`src/design/pdde_pkg.sv`:
```
// Shared constants, codes and handshake types for the PWM duty digit editor.
// No dependencies; imported by every module of the block.
package pdde_pkg;

	localparam int CHANNELS = 24;
	localparam int CH_W     = $clog2(CHANNELS);
	localparam int TON_W    = 10;
	localparam int MODE_W   = 2;
	localparam int SW_W     = 4;

	localparam logic [TON_W-1:0] TON_RESET    = 10'd512;
	localparam logic [TON_W-1:0] TON_THOUSAND = 10'd1000;

	// event codes carried on the input tuser
	localparam logic [MODE_W-1:0] MODE_NEXT   = 2'd0;
	localparam logic [MODE_W-1:0] MODE_ADJUST = 2'd1;
	localparam logic [MODE_W-1:0] MODE_TOGGLE = 2'd2;

	// controller to datapath
	typedef struct packed {
		logic load;    // capture item, step channel on next-channel events
		logic read;    // registered read of the selected table entry
		logic commit;  // write back and load the result register
	} cmd_t;

	// datapath to controller
	typedef struct packed {
		logic out_busy;  // result register full and not taken this cycle
	} sts_t;

endpackage

```
`src/design/pdde_ctrl.sv`:
```
// Sequencer for the duty digit editor: accept, read, commit.
// Depends on pdde_pkg for command and status types.
module pdde_ctrl (
	input  logic            clk,
	input  logic            arst_n,
	input  logic            s_tvalid,
	output logic            s_tready,
	input  pdde_pkg::sts_t  sts,
	output pdde_pkg::cmd_t  cmd
);
	import pdde_pkg::*;

	localparam logic [1:0] ST_IDLE = 2'd0;
	localparam logic [1:0] ST_READ = 2'd1;
	localparam logic [1:0] ST_WRIT = 2'd2;

	logic [1:0] state_q;
	logic [1:0] state_d;

	always_comb begin
		state_d    = state_q;
		cmd        = '0;
		s_tready   = 1'b0;
		case (state_q)
			ST_IDLE: begin
				s_tready = 1'b1;
				if (s_tvalid) begin
					cmd.load = 1'b1;
					state_d  = ST_READ;
				end
			end
			ST_READ: begin
				cmd.read = 1'b1;
				state_d  = ST_WRIT;
			end
			ST_WRIT: begin
				// hold until the result register can take the new result
				if (!sts.out_busy) begin
					cmd.commit = 1'b1;
					state_d    = ST_IDLE;
				end
			end
			default: begin
				state_d = ST_IDLE;
			end
		endcase
	end

	always_ff @(posedge clk or negedge arst_n) begin
		if (!arst_n) begin
			state_q <= ST_IDLE;
		end else begin
			state_q <= state_d;
		end
	end

	a_commit_free: assert property (@(posedge clk) disable iff (!arst_n)
		cmd.commit |-> !sts.out_busy)
		else $error("commit while result register is blocked");

	a_read_after_load: assert property (@(posedge clk) disable iff (!arst_n)
		cmd.load |=> cmd.read)
		else $error("table read did not follow item capture");

endmodule

```
`src/design/pdde_dpath.sv`:
```
// Datapath of the duty digit editor: channel register, on-time table,
// enable bits, digit adjust logic and result register. Uses pdde_pkg.
module pdde_dpath (
	input  logic                          clk,
	input  logic                          arst_n,
	input  pdde_pkg::cmd_t                cmd,
	output pdde_pkg::sts_t                sts,
	input  logic [pdde_pkg::MODE_W-1:0]   mode,
	input  logic [pdde_pkg::SW_W-1:0]     digit_switches,
	output logic                          out_valid,
	input  logic                          out_ready,
	output logic [pdde_pkg::CH_W-1:0]     channel,
	output logic [pdde_pkg::TON_W-1:0]    on_time,
	output logic                          enabled
);
	import pdde_pkg::*;

	// Step one decimal digit. Digits come from constant compares, not dividers.
	function automatic logic [TON_W-1:0] adjust(input logic [TON_W-1:0] v,
	                                            input logic [SW_W-1:0] sw);
		logic        high;
		logic [3:0]  q100;
		logic [3:0]  q10;
		logic [10:0] r100;
		logic [10:0] r10;
		logic [10:0] v11;
		logic [10:0] res;
		logic [3:0]  top;
		v11  = {1'b0, v};
		high = (v >= TON_THOUSAND);
		q100 = '0;
		for (int k = 1; k <= 10; k++) begin
			if (v11 >= 11'(k * 100)) q100 = 4'(k);
		end
		r100 = v11 - 11'(q100) * 11'd100;
		q10  = '0;
		for (int k = 1; k <= 9; k++) begin
			if (r100 >= 11'(k * 10)) q10 = 4'(k);
		end
		r10 = r100 - 11'(q10) * 11'd10;
		res = v11;
		if (sw[3]) begin
			res = high ? 11'd0 : {1'b0, TON_THOUSAND};
		end else if (sw[2]) begin
			if (!high) res = (q100 == 4'd9) ? v11 - 11'd900 : v11 + 11'd100;
		end else if (sw[1]) begin
			top = high ? 4'd2 : 4'd9;
			res = (q10 == top) ? v11 - 11'(top) * 11'd10 : v11 + 11'd10;
		end else if (sw[0]) begin
			top = high ? 4'd3 : 4'd9;
			res = (r10 == 11'(top)) ? v11 - 11'(top) : v11 + 11'd1;
		end
		return res[TON_W-1:0];
	endfunction

	logic [TON_W-1:0]  ton_mem [CHANNELS];
	logic [CHANNELS-1:0] ton_vld_q;
	logic [CHANNELS-1:0] en_q;
	logic [CH_W-1:0]   chan_q;
	logic [MODE_W-1:0] mode_q;
	logic [SW_W-1:0]   sw_q;
	logic [TON_W-1:0]  rd_q;
	logic              rd_vld_q;
	logic [TON_W-1:0]  ton_cur;
	logic [TON_W-1:0]  ton_new;
	logic              out_vld_q;
	logic [CH_W-1:0]   out_chan_q;
	logic [TON_W-1:0]  out_ton_q;
	logic              out_en_q;

	// entries never written read as the reset on-time
	assign ton_cur = rd_vld_q ? rd_q : TON_RESET;
	assign ton_new = (mode_q == MODE_ADJUST) ? adjust(ton_cur, sw_q) : ton_cur;

	always_ff @(posedge clk or negedge arst_n) begin
		if (!arst_n) begin
			chan_q    <= '0;
			ton_vld_q <= '0;
			en_q      <= '0;
			rd_vld_q  <= 1'b0;
			out_vld_q <= 1'b0;
		end else begin
			if (cmd.load && mode == MODE_NEXT) begin
				chan_q <= (chan_q >= CH_W'(CHANNELS - 1)) ? '0 : chan_q + 1'b1;
			end
			if (cmd.read) begin
				rd_vld_q <= ton_vld_q[chan_q];
			end
			if (cmd.commit) begin
				if (mode_q == MODE_ADJUST) ton_vld_q[chan_q] <= 1'b1;
				if (mode_q == MODE_TOGGLE) en_q[chan_q] <= ~en_q[chan_q];
				out_vld_q <= 1'b1;
			end else if (out_ready) begin
				out_vld_q <= 1'b0;
			end
		end
	end

	always_ff @(posedge clk) begin
		if (cmd.load) begin
			mode_q <= mode;
			sw_q   <= digit_switches;
		end
		if (cmd.read) begin
			rd_q <= ton_mem[chan_q];
		end
		if (cmd.commit) begin
			if (mode_q == MODE_ADJUST) ton_mem[chan_q] <= ton_new;
			out_chan_q <= chan_q;
			out_ton_q  <= ton_new;
			out_en_q   <= en_q[chan_q] ^ (mode_q == MODE_TOGGLE);
		end
	end

	assign sts.out_busy = out_vld_q && !out_ready;
	assign out_valid    = out_vld_q;
	assign channel      = out_chan_q;
	assign on_time      = out_ton_q;
	assign enabled      = out_en_q;

	a_chan_range: assert property (@(posedge clk) disable iff (!arst_n)
		chan_q <= CH_W'(CHANNELS - 1))
		else $error("selected channel out of range");

	a_result_from_commit: assert property (@(posedge clk) disable iff (!arst_n)
		$rose(out_vld_q) |-> $past(cmd.commit))
		else $error("result appeared without a commit");

endmodule

```
`src/design/pwm_duty_digit_editor_core.sv`:
```
// Top level of the PWM duty digit editor: stream ports around the
// sequencer (pdde_ctrl) and the datapath (pdde_dpath). Uses pdde_pkg.
//
// Each input item is one front-panel event and yields exactly one result item
// with the selected channel, its on-time (0..1023) and its enable bit after the
// event. The event code travels on s_tuser: 0 selects the next channel (the
// last channel wraps to 0), 1 steps the decimal digit picked by the highest set
// switch in s_tdata (thousands toggles 0/1000; at 1000 and above hundreds is
// frozen, tens wraps after 2 and units after 3), 2 flips the channel's enable
// bit, and 3 changes nothing. After reset channel 0 is selected, every on-time
// is 512 and every channel is disabled; no clearing pass is needed, so items
// are taken from the first cycle. An item passes through capture, a registered
// table read and write-back into the result register; its result is offered
// on m_tvalid once the write-back has loaded the result register, and no new
// item is accepted until that write-back is done. The result register frees
// the input side: the next item is accepted while a result still waits, and
// only the write-back of that next item holds until m_tready takes the earlier
// result.
module pwm_duty_digit_editor_core (
	input  logic        clk,
	input  logic        arst_n,
	input  logic        s_tvalid,
	output logic        s_tready,
	input  logic [7:0]  s_tdata,   // [3:0] digit_switches, [7:4] zero
	input  logic [1:0]  s_tuser,   // [1:0] mode
	output logic        m_tvalid,
	input  logic        m_tready,
	output logic [15:0] m_tdata    // [4:0] channel, [14:5] on_time, [15] enabled
);
	import pdde_pkg::*;

	cmd_t              cmd;
	sts_t              sts;
	logic [CH_W-1:0]   channel;
	logic [TON_W-1:0]  on_time;
	logic              enabled;

	pdde_ctrl u_ctrl (
		.clk      (clk),
		.arst_n   (arst_n),
		.s_tvalid (s_tvalid),
		.s_tready (s_tready),
		.sts      (sts),
		.cmd      (cmd)
	);

	// unused high bits of s_tdata are ignored
	pdde_dpath u_dpath (
		.clk            (clk),
		.arst_n         (arst_n),
		.cmd            (cmd),
		.sts            (sts),
		.mode           (s_tuser[MODE_W-1:0]),
		.digit_switches (s_tdata[SW_W-1:0]),
		.out_valid      (m_tvalid),
		.out_ready      (m_tready),
		.channel        (channel),
		.on_time        (on_time),
		.enabled        (enabled)
	);

	// pack the result; channel fills its five-bit field
	assign m_tdata = {enabled, on_time, 5'(channel)};

endmodule
```
`config.mk`:
```
export PLATFORM = sky130hd
export DESIGN_NAME = pwm_duty_digit_editor_core
export DESIGN_NICKNAME = d
export VERILOG_FILES = /design/src/design/pdde_pkg.sv /design/src/design/pdde_ctrl.sv /design/src/design/pdde_dpath.sv /design/src/design/pwm_duty_digit_editor_core.sv
export SDC_FILE = /design/constraint.sdc
export NUM_CORES = 1
export LEC_CHECK = 0
export ABC_AREA = 1
export BUFFER_PORTS_ARGS = -buffer_cell sky130_fd_sc_hd__buf_2
export CORE_ASPECT_RATIO = 1.2
export CORE_MARGIN = 3
export CORE_UTILIZATION = 60
export DETAILED_ROUTE_END_ITERATION = 10
export PLACE_DENSITY = 0.83
export SLEW_MARGIN = 20
export SYNTH_ARGS = -nofsm -noshare
export SYNTH_HDL_FRONTEND = slang
export SYNTH_HIERARCHICAL = 1
export SYNTH_SLANG_ARGS = --single-unit
```
`constraint.sdc`:
```
create_clock -name clk -period 11.89 [get_ports clk]
set_input_delay 0.5945 -clock clk [delete_from_list [all_inputs] [get_ports clk]]
set_output_delay 0.5945 -clock clk [all_outputs]
set_load 0.02 [all_outputs]
```
==> impl_metrics.json <==
{
  "routed_wl_mm": 41.63,
  "finalHoldViolations": 0,
  "cp_top_family": "simple AND/OR/NAND/NOR gates",
  "grt_pass1_vias": 11780,
  "cts.clk_slew.worst_paths_ns": 0.08,
  "cpMostUsedCell": "nand2_1",
  "netlist_area_um2": 16170,
  "setup_viol": 0,
  "dr.first_iter.drc_count": 1700,
  "synth_edf_count": 272,
  "antenna_found_initial": 1,
  "grt_first_pass_wirelength_mm": 63.83,
  "rsz0062_at_grt": "false",
  "cp_max_fo": 25,
  "chipHeight_um": 185.8,
  "fmax_mhz": 91.10,
  "antenna_cells": 0,
  "dr.pass1.iters": 6,
  "tightest_slew_ns": 1.141,
  "synth_top_area_share_pct": 50.51,
  "drive_gt1_share_pct": 10.11,
  "cts.sinks": 329,
  "cp_data_required_time_ns": 12.10,
  "hpwl_mm": 25.99,
  "area_growth_pct": 10.64,
  "fin_nets": 1721,
  "io_pins": 32,
  "htreeDepth": 1,
  "n_fill_cell": 1889,
  "grt_max_degree": 81,
  "rows": 65,
  "critPathKind": "reg2reg",
  "clockBufferDepth": 3,
  "io_buffers": 27,
  "ys_warn_count": 6,
  "clock-skew-final_ns": 0.02205,
  "hp-class": "in2async",
  "ctsResizeCount": 0,
  "maxSlewViolCount": 0,
  "end_kind": "register",
  "core_area_um2": 26430,
  "final.setup.tns_ns": 0,
  "min_period_ns": 10.98,
  "routed_via_density": 6.239,
  "clock_latency_ns": 0.57,
  "cts_hold_buffers": 0,
  "slew_headroom_pct": 23.65,
  "ys_seq_area_share_pct": 59.34,
  "syn_nets": 1712,
  "yosys.cell_types.count": 53,
  "slowest_stage": "nand2_1",
  "start_kind": "register",
  "dieArea_um2": 28960,
  "synth_top_area_cell": "edfxtp_1",
  "synthArstFlopShare_pct": 17.33,
  "post_cts_buffers": 0,
  "synth_ff_type": "edfxtp_1",
  "period_share_pct": 92.32,
  "yosys-top-cells-area": "edfxtp_1 (51%), dfrtp_1 (8.8%), nor2_1 (6.3%), o21ai_0 (5.7%), nand2_1 (5.3%)",
  "postRouteAntennaNets": 0,
  "cts-root-buf": "clkbuf_16",
  "cts_buffers": 30,
  "wl_per_cell_um": 20.65,
  "die_w_um": 155.9,
  "status": "finished, final reports clean",
  "slowest_delay_ns": 0.78,
  "vias": 12580,
  "grt_usage_pct": 28.19,
  "max_cap_viol_count": 0,
  "grt_overflow": 0,
  "ys_ff_latch": 329,
  "critPathBufInv": 9,
  "syn-instance-count": 1648,
  "start_util_pct": 61.17,
  "cp.arrival_ns": 11.18,
  "drc": 0,
  "postSynthAreaPerCell_um2": 9.811,
  "routabilityCongestion": 0.9965,
  "cts_tree": "built"
}
[flip-flops by register name (all words and copies together), names as in the netlist, 2 cells and up]
register	count
u_ctrl/state_q	2
u_dpath/chan_q	5
u_dpath/channel	5
u_dpath/en_q	24
u_dpath/mode_q	2
u_dpath/on_time	10
u_dpath/rd_q	10
u_dpath/sw_q	4
u_dpath/ton_mem	240
u_dpath/ton_vld_q	24
[logic make-up (layout without fill, tap and decap cells)]
logic type,count (synthesis),count (layout),synth area share (%)
simple gates,639,639,16.68
compound gates,392,392,13.80
flops,329,329,59.34
buf+inv,222,255,5.215
fa+ha+maj,50,50,4.101
xor+xnor,16,16,0.8667
[cells in the final DEF, fill, tap and decap left out, drive strengths merged, types with 14 or more instances in the layout]
cell,netlist,layout
nor3,14,14
clkinv,6,17
nand4,18,18
dfrtp,57,57
o21ai,187,187
nand3,64,64
a21oi,88,88
nand2,239,239
clkbuf,62,31
or2,21,21
buf,5,44
inv,149,150
edfxtp,272,272
o22ai,51,51
nor2,275,275
ha,45,45
o221ai,15,15
[per-layer routing]
metal	share of wire [%]	GRT usage, %	vias to the layer above
li1	-	-	5764
met1	38	37.08	6005
met2	48	46.76	692
met3	9.6	4.605	117
met4	4.3	12.19	0
met5	0	0	-
[final cells by class]
class	instances	area (um2)	area share, %
clock buffer	31	764.5	4.273
clock inverter	25	456.7	2.553
inverter	155	584.3	3.266
multi-input combinational	1097	5803	32.44
sequential	329	9599	53.66
tap	335	419.2	2.343
timing repair buffer	44	262.8	1.469
[cells in the mapped netlist, drive strengths merged, types with 2 or more instances]
master	instances
xnor2	8
a31o	2
fa	5
and3	2
o221ai	15
o22ai	51
or2	21
nor4	2
a211oi	2
o21bai	2
clkbuf	62
ha	45
nand3	64
o211ai	10
nor3	14
nand2	239
nand4	18
clkinv	6
inv	149
nor2	275
a31oi	13
buf	5
xor2	8
a21boi	2
a21o	2
nor3b	2
o2111ai	2
a21oi	88
a22o	9
a221oi	2
nand3b	2
dfrtp	57
edfxtp	272
o21ai	187
[path summary, 6_finish.rpt]
check                                 startpoint                     end  slack, ns  depth (start not counted)
hold reg to reg            u_dpath/ton_vld_q[18]   u_dpath/ton_vld_q[18]       0.47                          1
max in group asynchronous                 arst_n       u_dpath/chan_q[0]      11.12                          2
hold / removal                            arst_n    u_dpath/ton_vld_q[2]       0.19                          2
setup reg to reg                u_dpath/rd_vld_q  u_dpath/ton_mem[10][7]       0.91                         56
min in group clk                      s_tdata[1]         u_dpath/sw_q[1]       0.19                          1
setup / recovery                u_dpath/rd_vld_q  u_dpath/ton_mem[10][7]       0.91                         56
[stage by stage]
step           utilization (%)  cells  hold slack, ns  setup WS, ns  area [um2]
2_1_floorplan                -   1648          0.2989         3.305       16170
3_3_place_gp             62.86   1960          0.4394         1.445       16610
3_5_place_dp             62.90   1960          0.4446         1.191       16620
4_1_cts                  67.52   2016          0.1823         1.151       17850
5_1_grt                  67.68   2016          0.1798       0.09188       17890
6_report                 67.68   2016          0.1926        0.9129       17890
Power is not shown: default switching activity piles up to over one toggle a cycle in this logic, so the estimate is an artifact.
